--- config.mk ---
export PLATFORM = sky130hd
export DESIGN_NAME = double_ended_queue_core
export DESIGN_NICKNAME = d
export VERILOG_FILES = /design/src/rtl/core/deq_pkg.sv /design/src/rtl/core/deq_ptr.sv /design/src/rtl/core/double_ended_queue_core.sv
export SDC_FILE = /design/constraint.sdc
export NUM_CORES = 1
export LEC_CHECK = 0
export BUFFER_PORTS_ARGS = -buffer_cell sky130_fd_sc_hd__buf_2
export CAP_MARGIN = 10
export CORE_MARGIN = 1.5
export CORE_UTILIZATION = 50
export CTS_BUF_LIST = sky130_fd_sc_hd__clkbuf_8 sky130_fd_sc_hd__clkbuf_16
export DETAILED_ROUTE_END_ITERATION = 12
export PLACE_DENSITY = 0.67
export SYNTH_ARGS = -nofsm -noshare
export SYNTH_HDL_FRONTEND = slang
export SYNTH_SLANG_ARGS = --single-unit
export TNS_END_PERCENT = 50
--- constraint.sdc ---
create_clock -name clk -period 5.6 [get_ports clk]
set_clock_uncertainty 0.15 [all_clocks]
set_input_delay 0.28 -clock clk [delete_from_list [all_inputs] [get_ports clk]]
set_output_delay 0.28 -clock clk [all_outputs]
set_load 0.005 [all_outputs]
--- src/rtl/core/deq_pkg.sv ---
// Package for the double-ended queue core: depth, index widths, operation
// codes, request, response and pointer update structs and ring index helpers.
// No dependencies.
`timescale 1ns / 1ps

package deq_pkg;

	localparam int DEPTH = 16;
	localparam int IDX_W = (DEPTH > 1) ? $clog2(DEPTH) : 1;
	localparam int CNT_W = $clog2(DEPTH + 1);
	localparam int WORD_W = 32;

	typedef enum logic [1:0] {
		OP_PUSH_LEFT  = 2'd0,
		OP_PUSH_RIGHT = 2'd1,
		OP_POP_LEFT   = 2'd2,
		OP_POP_RIGHT  = 2'd3
	} op_t;

	typedef struct packed {
		op_t                      operation;
		logic signed [WORD_W-1:0] value;
	} req_t;

	typedef struct packed {
		logic signed [WORD_W-1:0] left_value;
		logic signed [WORD_W-1:0] right_value;
		logic [CNT_W-1:0]         occupancy;
		logic                     is_empty;
		logic                     is_full;
		logic                     rejected;
	} rsp_t;

	// pointer update handed from the pointer unit to the slot memory
	typedef struct packed {
		logic             push_ok;
		logic [IDX_W-1:0] waddr;
		logic [IDX_W-1:0] new_left;
		logic [IDX_W-1:0] new_right;
		logic [CNT_W-1:0] new_count;
		logic             rejected;
	} ptr_upd_t;

	function automatic logic [IDX_W-1:0] idx_inc(input logic [IDX_W-1:0] i);
		return (i == IDX_W'(DEPTH - 1)) ? '0 : i + 1'b1;
	endfunction

	function automatic logic [IDX_W-1:0] idx_dec(input logic [IDX_W-1:0] i);
		return (i == '0) ? IDX_W'(DEPTH - 1) : i - 1'b1;
	endfunction

endpackage

--- src/rtl/core/deq_ptr.sv ---
// Pointer unit of the double-ended queue: left and right slot indices and
// the element count, with the next-state update for one request.
// Depends on deq_pkg.
`timescale 1ns / 1ps

module deq_ptr (
	input  logic            clk,
	input  logic            arst_n,
	input  logic            accept,
	input  deq_pkg::op_t    operation,
	output deq_pkg::ptr_upd_t upd
);
	import deq_pkg::*;

	logic [IDX_W-1:0] left_q;
	logic [IDX_W-1:0] right_q;
	logic [CNT_W-1:0] count_q;
	logic             empty;
	logic             full;

	assign empty = (count_q == '0);
	assign full  = (count_q == CNT_W'(DEPTH));

	// right always equals left + count - 1 around the ring, also when empty
	always_comb begin
		upd.push_ok   = 1'b0;
		upd.waddr     = idx_dec(left_q);
		upd.new_left  = left_q;
		upd.new_right = right_q;
		upd.new_count = count_q;
		upd.rejected  = 1'b0;
		unique case (operation)
			OP_PUSH_LEFT: begin
				if (full) begin
					upd.rejected = 1'b1;
				end else begin
					upd.push_ok   = 1'b1;
					upd.waddr     = idx_dec(left_q);
					upd.new_left  = idx_dec(left_q);
					upd.new_count = count_q + 1'b1;
				end
			end
			OP_PUSH_RIGHT: begin
				if (full) begin
					upd.rejected = 1'b1;
				end else begin
					upd.push_ok   = 1'b1;
					upd.waddr     = idx_inc(right_q);
					upd.new_right = idx_inc(right_q);
					upd.new_count = count_q + 1'b1;
				end
			end
			OP_POP_LEFT: begin
				if (empty) begin
					upd.rejected = 1'b1;
				end else begin
					upd.new_left  = idx_inc(left_q);
					upd.new_count = count_q - 1'b1;
				end
			end
			OP_POP_RIGHT: begin
				if (empty) begin
					upd.rejected = 1'b1;
				end else begin
					upd.new_right = idx_dec(right_q);
					upd.new_count = count_q - 1'b1;
				end
			end
			default: begin
				upd.rejected = 1'b1;
			end
		endcase
	end

	always_ff @(posedge clk or negedge arst_n) begin
		if (!arst_n) begin
			left_q  <= '0;
			right_q <= IDX_W'(DEPTH - 1);
			count_q <= '0;
		end else if (accept) begin
			left_q  <= upd.new_left;
			right_q <= upd.new_right;
			count_q <= upd.new_count;
		end
	end

endmodule

--- src/rtl/core/double_ended_queue_core.sv ---
// Top level of the double-ended queue core: slot memory, response stage.
// Depends on deq_pkg and deq_ptr.
//
// Usage:
//   A request (req.operation, req.value) is taken at a rising edge where
//   start is high and busy is low. Operations: push left, push right,
//   pop left, pop right. One response per request appears on rsp with done
//   high for exactly one cycle, in the cycle after the request edge.
//   Throughput: one request per cycle while busy is low. Each request writes
//   at most one slot and reads both end slots from the memory in the same
//   edge; the pushed word is forwarded where it lands on an end being read.
//   Pops on empty and pushes on full leave the state alone and set
//   rsp.rejected. End values read as zero when the queue is empty.
//   Reset: asynchronous, active low; the queue is empty afterwards and busy
//   is high for the first cycle after release. The slot memory is not
//   cleared: only slots holding elements are ever shown.
//   The receiver cannot stall; a response must be taken in its cycle.
`timescale 1ns / 1ps

module double_ended_queue_core (
	input  logic          clk,
	input  logic          arst_n,
	input  logic          start,
	output logic          busy,
	input  deq_pkg::req_t req,
	output logic          done,
	output deq_pkg::rsp_t rsp
);
	import deq_pkg::*;

	logic              accept;
	ptr_upd_t          upd;
	logic              busy_q;
	logic              done_s1;

	logic [WORD_W-1:0] mem [DEPTH];
	logic [WORD_W-1:0] rd_l_s1;
	logic [WORD_W-1:0] rd_r_s1;
	logic [WORD_W-1:0] value_s1;
	logic              fwd_l_s1;
	logic              fwd_r_s1;
	logic [CNT_W-1:0]  count_s1;
	logic              rej_s1;
	logic              empty_s1;

	assign busy   = busy_q;
	assign accept = start && !busy_q;

	deq_ptr u_ptr (
		.clk       (clk),
		.arst_n    (arst_n),
		.accept    (accept),
		.operation (req.operation),
		.upd       (upd)
	);

	// read-before-write memory; same-slot hits are forwarded below
	always_ff @(posedge clk) begin
		if (accept && upd.push_ok) begin
			mem[upd.waddr] <= req.value;
		end
		if (accept) begin
			rd_l_s1  <= mem[upd.new_left];
			rd_r_s1  <= mem[upd.new_right];
			value_s1 <= req.value;
			fwd_l_s1 <= upd.push_ok && (upd.waddr == upd.new_left);
			fwd_r_s1 <= upd.push_ok && (upd.waddr == upd.new_right);
			count_s1 <= upd.new_count;
			rej_s1   <= upd.rejected;
		end
	end

	always_ff @(posedge clk or negedge arst_n) begin
		if (!arst_n) begin
			busy_q  <= 1'b1;
			done_s1 <= 1'b0;
		end else begin
			busy_q  <= 1'b0;
			done_s1 <= accept;
		end
	end

	assign empty_s1 = (count_s1 == '0);
	assign done     = done_s1;

	always_comb begin
		rsp.left_value  = empty_s1 ? '0 : (fwd_l_s1 ? value_s1 : rd_l_s1);
		rsp.right_value = empty_s1 ? '0 : (fwd_r_s1 ? value_s1 : rd_r_s1);
		rsp.occupancy   = count_s1;
		rsp.is_empty    = empty_s1;
		rsp.is_full     = (count_s1 == CNT_W'(DEPTH));
		rsp.rejected    = rej_s1;
	end

endmodule

---- After elaboration in Yosys (flattened, before gate mapping) ----
Memory sizes are Yosys's and may differ from the RTL's. A register that Yosys moved wholly into a read port is not among the register bits.
Index checks and enable logic that the tools add are counted.
word-level totals
  memory bits (writable) .................. 512
  word-level logic and storage cells ...... 59
  register bits after elaboration ......... 55
  output and inout bits ................... 74
  memories ................................ 1
memory list
  name  words  bits a word  rd ports  clocked after memory_dff  wr ports  line                           RTL
  mem   16     32           2         2                         1         double_ended_queue_core.sv:36  logic [WORD_W-1:0] mem [DEPTH];
cells by class
  equality and inequality tests ........... 9
  reduce and logical (&&, ||, !) cells .... 10
  add/subtract/negate cells ............... 6
  multiplexer cells ....................... 23
operators by type and width
  cell                 number
  $mux 32              4
  $mux 9               3
  $pmux 6 s4           1
  $mux 4               5
  $pmux 4 s2           2
  $mux 5               3
  $eq 5x5->1 const B   2
  $logic_not 5->1      2
  $pmux 5 s2           1
  $add 4x1->4 const B  2
  $eq 4x4->1           2
  $eq 4x4->1 const B   2
  $logic_not 4->1      2
  $sub 4x1->4 const B  2
  $add 5x1->5 const B  1
  $sub 5x1->5 const B  1
  $eq 2x2->1 const B   2
  $logic_and 1x1->1    4
  $mux 1               4
  $eq 2x1->1 const B   1
  $logic_not 2->1      1
  $logic_not 1->1      1

---- Longest topological paths before layout ----
  depth after elaboration ................. 7
  mapped depth ............................ 13
  depth with buffers taken out ............ 9

---- By module ----
A second synthesis with hierarchy kept.
unflattened totals
  cell total of the unflattened synthesis .. 1542
  area total of the unflattened synthesis .. 28696.3 um^2
modules (own cells, without submodules)
  module                   sequential area each (um^2)  cells each  times used  area each (um^2)
  double_ended_queue_core  18549.0                      1349        1           27237.4
  deq_ptr                  330.3                        193         1           1458.9

---- Least setup slack after synthesis ----
OpenSTA, ideal clock, no wires.
  kind .................................... register -> register
  from .................................... register busy_q (netlist: busy)
  to ...................................... register u_ptr.count_q[1]
  data required time ...................... 5.310 ns
  stages on the path, launching flop included .. 4
  clock period less this slack ............ 4.087 ns
  arrival ................................. 3.797 ns
  buffers on the path ..................... 0
  library setup time ...................... 0.140 ns
  path slack .............................. 1.513 ns
  cells stage by stage .................... dfstp_2 nand2b_1 clkinv_1 mux2_2
between the ends
  word-level cells in the longest chain between the ends .. 2
RTL lines
  element                 line                           RTL
  start, declared         double_ended_queue_core.sv:33  logic busy_q;
  start signal, assigned  double_ended_queue_core.sv:75  busy_q <= 1'b1;
  start signal, assigned  double_ended_queue_core.sv:78  busy_q <= 1'b0;
  $logic_not 1->1         double_ended_queue_core.sv:47  assign accept = start && !busy_q;
  $logic_and 1x1->1       double_ended_queue_core.sv:47
  via accept              double_ended_queue_core.sv:31  logic accept;
  end signal, assigned    deq_ptr.sv:83                  count_q <= upd.new_count;
  end, declared           deq_ptr.sv:17                  logic [CNT_W-1:0] count_q;
The timed path passes the listed nets, and every way through them passes these cells.
A chain may end at the register's enable or synchronous reset.

---- Worst setup path in the final report ----
  from .................................... register u_ptr.left_q[0]
  to ...................................... register rd_l_s1[15] (read register of mem), data pin
between the ends
  word-level cells in the longest chain between the ends .. 4
RTL lines
  element                                    line                           RTL
  start, declared                            deq_ptr.sv:15                  logic [IDX_W-1:0] left_q;
  start signal, assigned                     deq_ptr.sv:81                  left_q <= upd.new_left;
  $add 4x1->4, or another cell as far along  deq_pkg.sv:45                  return (i == IDX_W'(DEPTH - 1)) ? '0 : i + 1'b1;
  $mux 4 (on tied branches)                  deq_pkg.sv:45, deq_pkg.sv:49
  $mux 4 / $mux 9 (equally long branches)    deq_ptr.sv:54, deq_ptr.sv:34
  $pmux 4 s2 (*)                             deq_ptr.sv:32                  unique case (operation)
  end, declared                              double_ended_queue_core.sv:37  logic [WORD_W-1:0] rd_l_s1;
Mark *: on every way between the ends. The rest lies on a longest branch, timed or not.

==> key figures <==
Synth
  • Syn nets: around 2,500
  • Synthesized area: around 0.030 mm2
  • Post-synthesis sequential area ratio: between 60 and 70%
  • Main synth FF type: edfxtp_1
  • Yosys cell types: 67
  • Gate Count Post-Synth: 2,482
  • Post-Syn Area per Cell: ~12 um2
  • EDFF count, synth: between 600 and 700
  • Seq cells post-synth: between 600 and 700
  • Synth warn: 0
  • Ys async rst share: under 10%
  • Synth area leader: edfxtp_1
  • Count leader, synth: edfxtp_1
  • Dominant cells by area after synthesis: edfxtp_1 61%, a211oi_1 6.4%, mux2i_1 5.4%
  • Most common library cells after synthesis: 616 x edfxtp_1, 297 x nand2_1, 258 x a211oi_1
  • Synth top area share: around three fifths

Power and ir drop
  • Peak supply drop: between 400 and 500 uV
  • Leakage power: roughly 12 nW
  • PD cells: about 480 mW/mm2

Placed design
  • Placed wire-length estimate: ~47,000 um
  • # placed instances: about 3,200
  • GP Congestion: 0.869
  • IO buf count: between 100 and 150

GRT
  • Vias in the first global route: ~22,000
  • GR Overflow Total: 0
  • Gr usage total: between 20% and 30%
  • Antenna violations before repair: 0
  • Largest net degree at the start of global routing: between 100 and 150
  • First-pass GRT wire length: around 140,000 um

Clock tree
  • Clk Latency, worst-skew pair: 0.62 ns
  • CTS tree: done
  • Clock root cell: clkbuf_16
  • H-tree Lvls: 3
  • Clock transition at path regs: 0.06 ns
  • CTS Buf Count: 68
  • Clk sinks: around 630
  • Clk buf depth: 3
  • Postcts setup bufs: 0

Floorplan
  • Die Y: roughly 250 um
  • Initial core utilization: roughly half
  • Std-Cell Rows: 90
  • Core Box Area: about 0.060 mm2
  • Die area: approximately 0.062 mm2
  • DIE WIDTH: around 250 um
  • I/O pins: about 110

Route
  • Routed len/inst: 27.0 um
  • Antenna-violating nets left: 0
  • WL final: between 90,000 and 100,000 um
  • Vias: 22,500
  • First-pass DRT Iterations: 7
  • DRC: 0
  • DR vias/cell: approximately 6.7
  • Iter 0 DRT Violations: around 2,700

Final layout
  • P&R area growth vs syn: 13.4%
  • # nets final: 2,571
  • Non-Filler Instances: between 3,000 and 4,000
  • Antenna cells: 0
  • Layout fillers: about 5,000
  • Share of layout cells above drive strength 1: between 10 and 15%

STA
  • Worst-margin pin slew: between 1 and 1.5 ns
  • Fin Setup TNS: 0 ns
  • Unrepaired setup endpoints after global routing: no
  • Fin crit period: 4.52 ns
  • Final slew viol count: 0
  • Final hold vios: 0
  • # setup viols final: 0
  • Slew margin rel.: ~16%
  • Max Fclk: approximately 220 MHz
  • Period utilisation layout: 80.6%

Setup path
  • Nature of the critical path startpoint: flip-flop
  • Critical path required time: 5.81 ns
  • Crit path arrival time: about 4.7 ns
  • CP Capture Type: flip-flop
  • Type of the worst setup path: reg -> reg
  • Crit-path max FO: between 40 and 50

Run
  • Max_cap viols: 0

Worst hold path
  • Min-delay worst type: in -> reg

Run status
  • Status: complete, no violations
==> critical path, cell delays in order, from the launching register on <==
cell      delay [ns]
dfrtp_1         0.53
inv_1           0.15
ha_1            0.28
or3b_2          0.22
a211oi_1        0.09
o31ai_4         1.04
nand2_4         0.53
buf_4           0.48
a211oi_1        0.38
nor4_1          0.11
mux2_2          0.27
==> cells in the final DEF, fill, tap and decap left out, types with 3 or more instances in the layout <==
master         count
mux2_2            34
clkinvlp_4         3
dlygate4sd3_1     34
nand3b_1           3
inv_1             17
nor2_4            19
nand2_1          294
nor4_1            68
or2_2              3
buf_12            22
dfrtp_1           10
mux2i_1          162
ha_1               6
o211ai_1           3
and3_1           256
a32oi_1           32
edfxtp_1         616
buf_4             41
a211oi_1         258
xor2_1             4
clkbuf_16         72
a21oi_1          134
clkinv_2          15
nor2b_1            3
o21ai_0           16
nor3_1             6
bufinv_16          6
dfstp_2            5
a22oi_1          127
or3_1              3
nor2_1            75
nand2b_1           5
buf_2            110
clkinv_1          12
xnor2_1           10
clkinv_8           3
nand3_1           38
==> timing repair <==
action,4_1_cts,5_1_grt
hold buffers,34,0
endpoints found under the setup margin,0,0
endpoints found under the hold margin,559,0
resized for setup,0,0
==> kinds of logic (layout without fill, tap and decap cells) <==
logic type               after synthesis  count (layout)  synth area share, %
flip-flops                           631             631                 62.3
AND/OR/NAND/NOR                      791             791                 13.1
other                                  1               1               0.0124
AO/OA/AOI/OAI                        598             598                 13.8
XOR/XNOR                              14              14                0.405
adder cells (fa/ha/maj)                6               6                0.248
buffers and inverters                245             339                 3.51
multiplexers                         196             196                 6.61
==> layout make-up <==
class	instances	area, um2	share of cell area [%]
Sequential cell	631	18900	54.9
Tap cell	782	978	2.85
Inverter	13	51.3	0.149
Timing Repair Buffer	208	1650	4.80
Clock buffer	72	1800	5.24
Multi-Input combinational cell	1606	10600	30.8
Clock inverter	46	408	1.19
==> per-layer routing <==
layer | up-vias | global-route usage [%] | routed length, um
met4 | 0 | 12.4 | 3660
met2 | 1317 | 46.0 | 42200
met1 | 11100 | 39.0 | 36500
met5 | - | 0 | 0
li1 | 9789 | - | -
met3 | 241 | 4.57 | 8200
==> flip-flops by register name (all words and copies together), names as in the netlist, 4 cells and up <==
| name | flops |
|---|---|
| count_s1 | 5 |
| value_s1 | 32 |
| u_ptr.right_q | 4 |
| u_ptr.left_q | 4 |
| u_ptr.count_q | 5 |
| mem | 512 |
| rd_l_s1 | 32 |
| rd_r_s1 | 32 |
==> final timing paths <==
kind	from	to	slack, ns	cells past startpoint
setup / recovery	u_ptr.left_q[0]$_DFFE_PN0P_	rd_l_s1[15]$_DFFE_PP_	1.08	10
hold / removal	req[32]	u_ptr.left_q[2]$_DFFE_PN0P_	0.09	3
setup reg to reg	u_ptr.left_q[0]$_DFFE_PN0P_	rd_l_s1[15]$_DFFE_PP_	1.08	10
hold reg to reg	u_ptr.right_q[3]$_DFFE_PN1P_	u_ptr.right_q[3]$_DFFE_PN1P_	0.39	2
max in group asynchronous	arst_n	u_ptr.left_q[3]$_DFFE_PN0P_	4.27	3
min in group asynchronous	arst_n	u_ptr.right_q[3]$_DFFE_PN1P_	0.10	2
==> where the power goes <==
group	switching (mW)	total, mW	internal, mW
Combinational	3.93	6.13	2.20
Sequential	0.202	5.87	5.67
Clock	1.88	4.48	2.61
Total	6.01	16.5	10.5
==> stage by stage <==
stage               setup WS [ns]  hold WS, ns  power [mW]  utilization (%)  cell area, um2
detailed placement           1.22       0.0734        11.9             52.9           31800
CTS                          1.20       0.0607        16.4             57.1           34400
finish                       1.08       0.0896        16.5             57.1           34400
global route                0.866        0.112        17.2             57.1           34400
global placement             1.27       0.0719        11.8             52.9           31800
floorplan                    1.51       -0.166        9.96                -           30300
(Power assumes the default switching activity.)
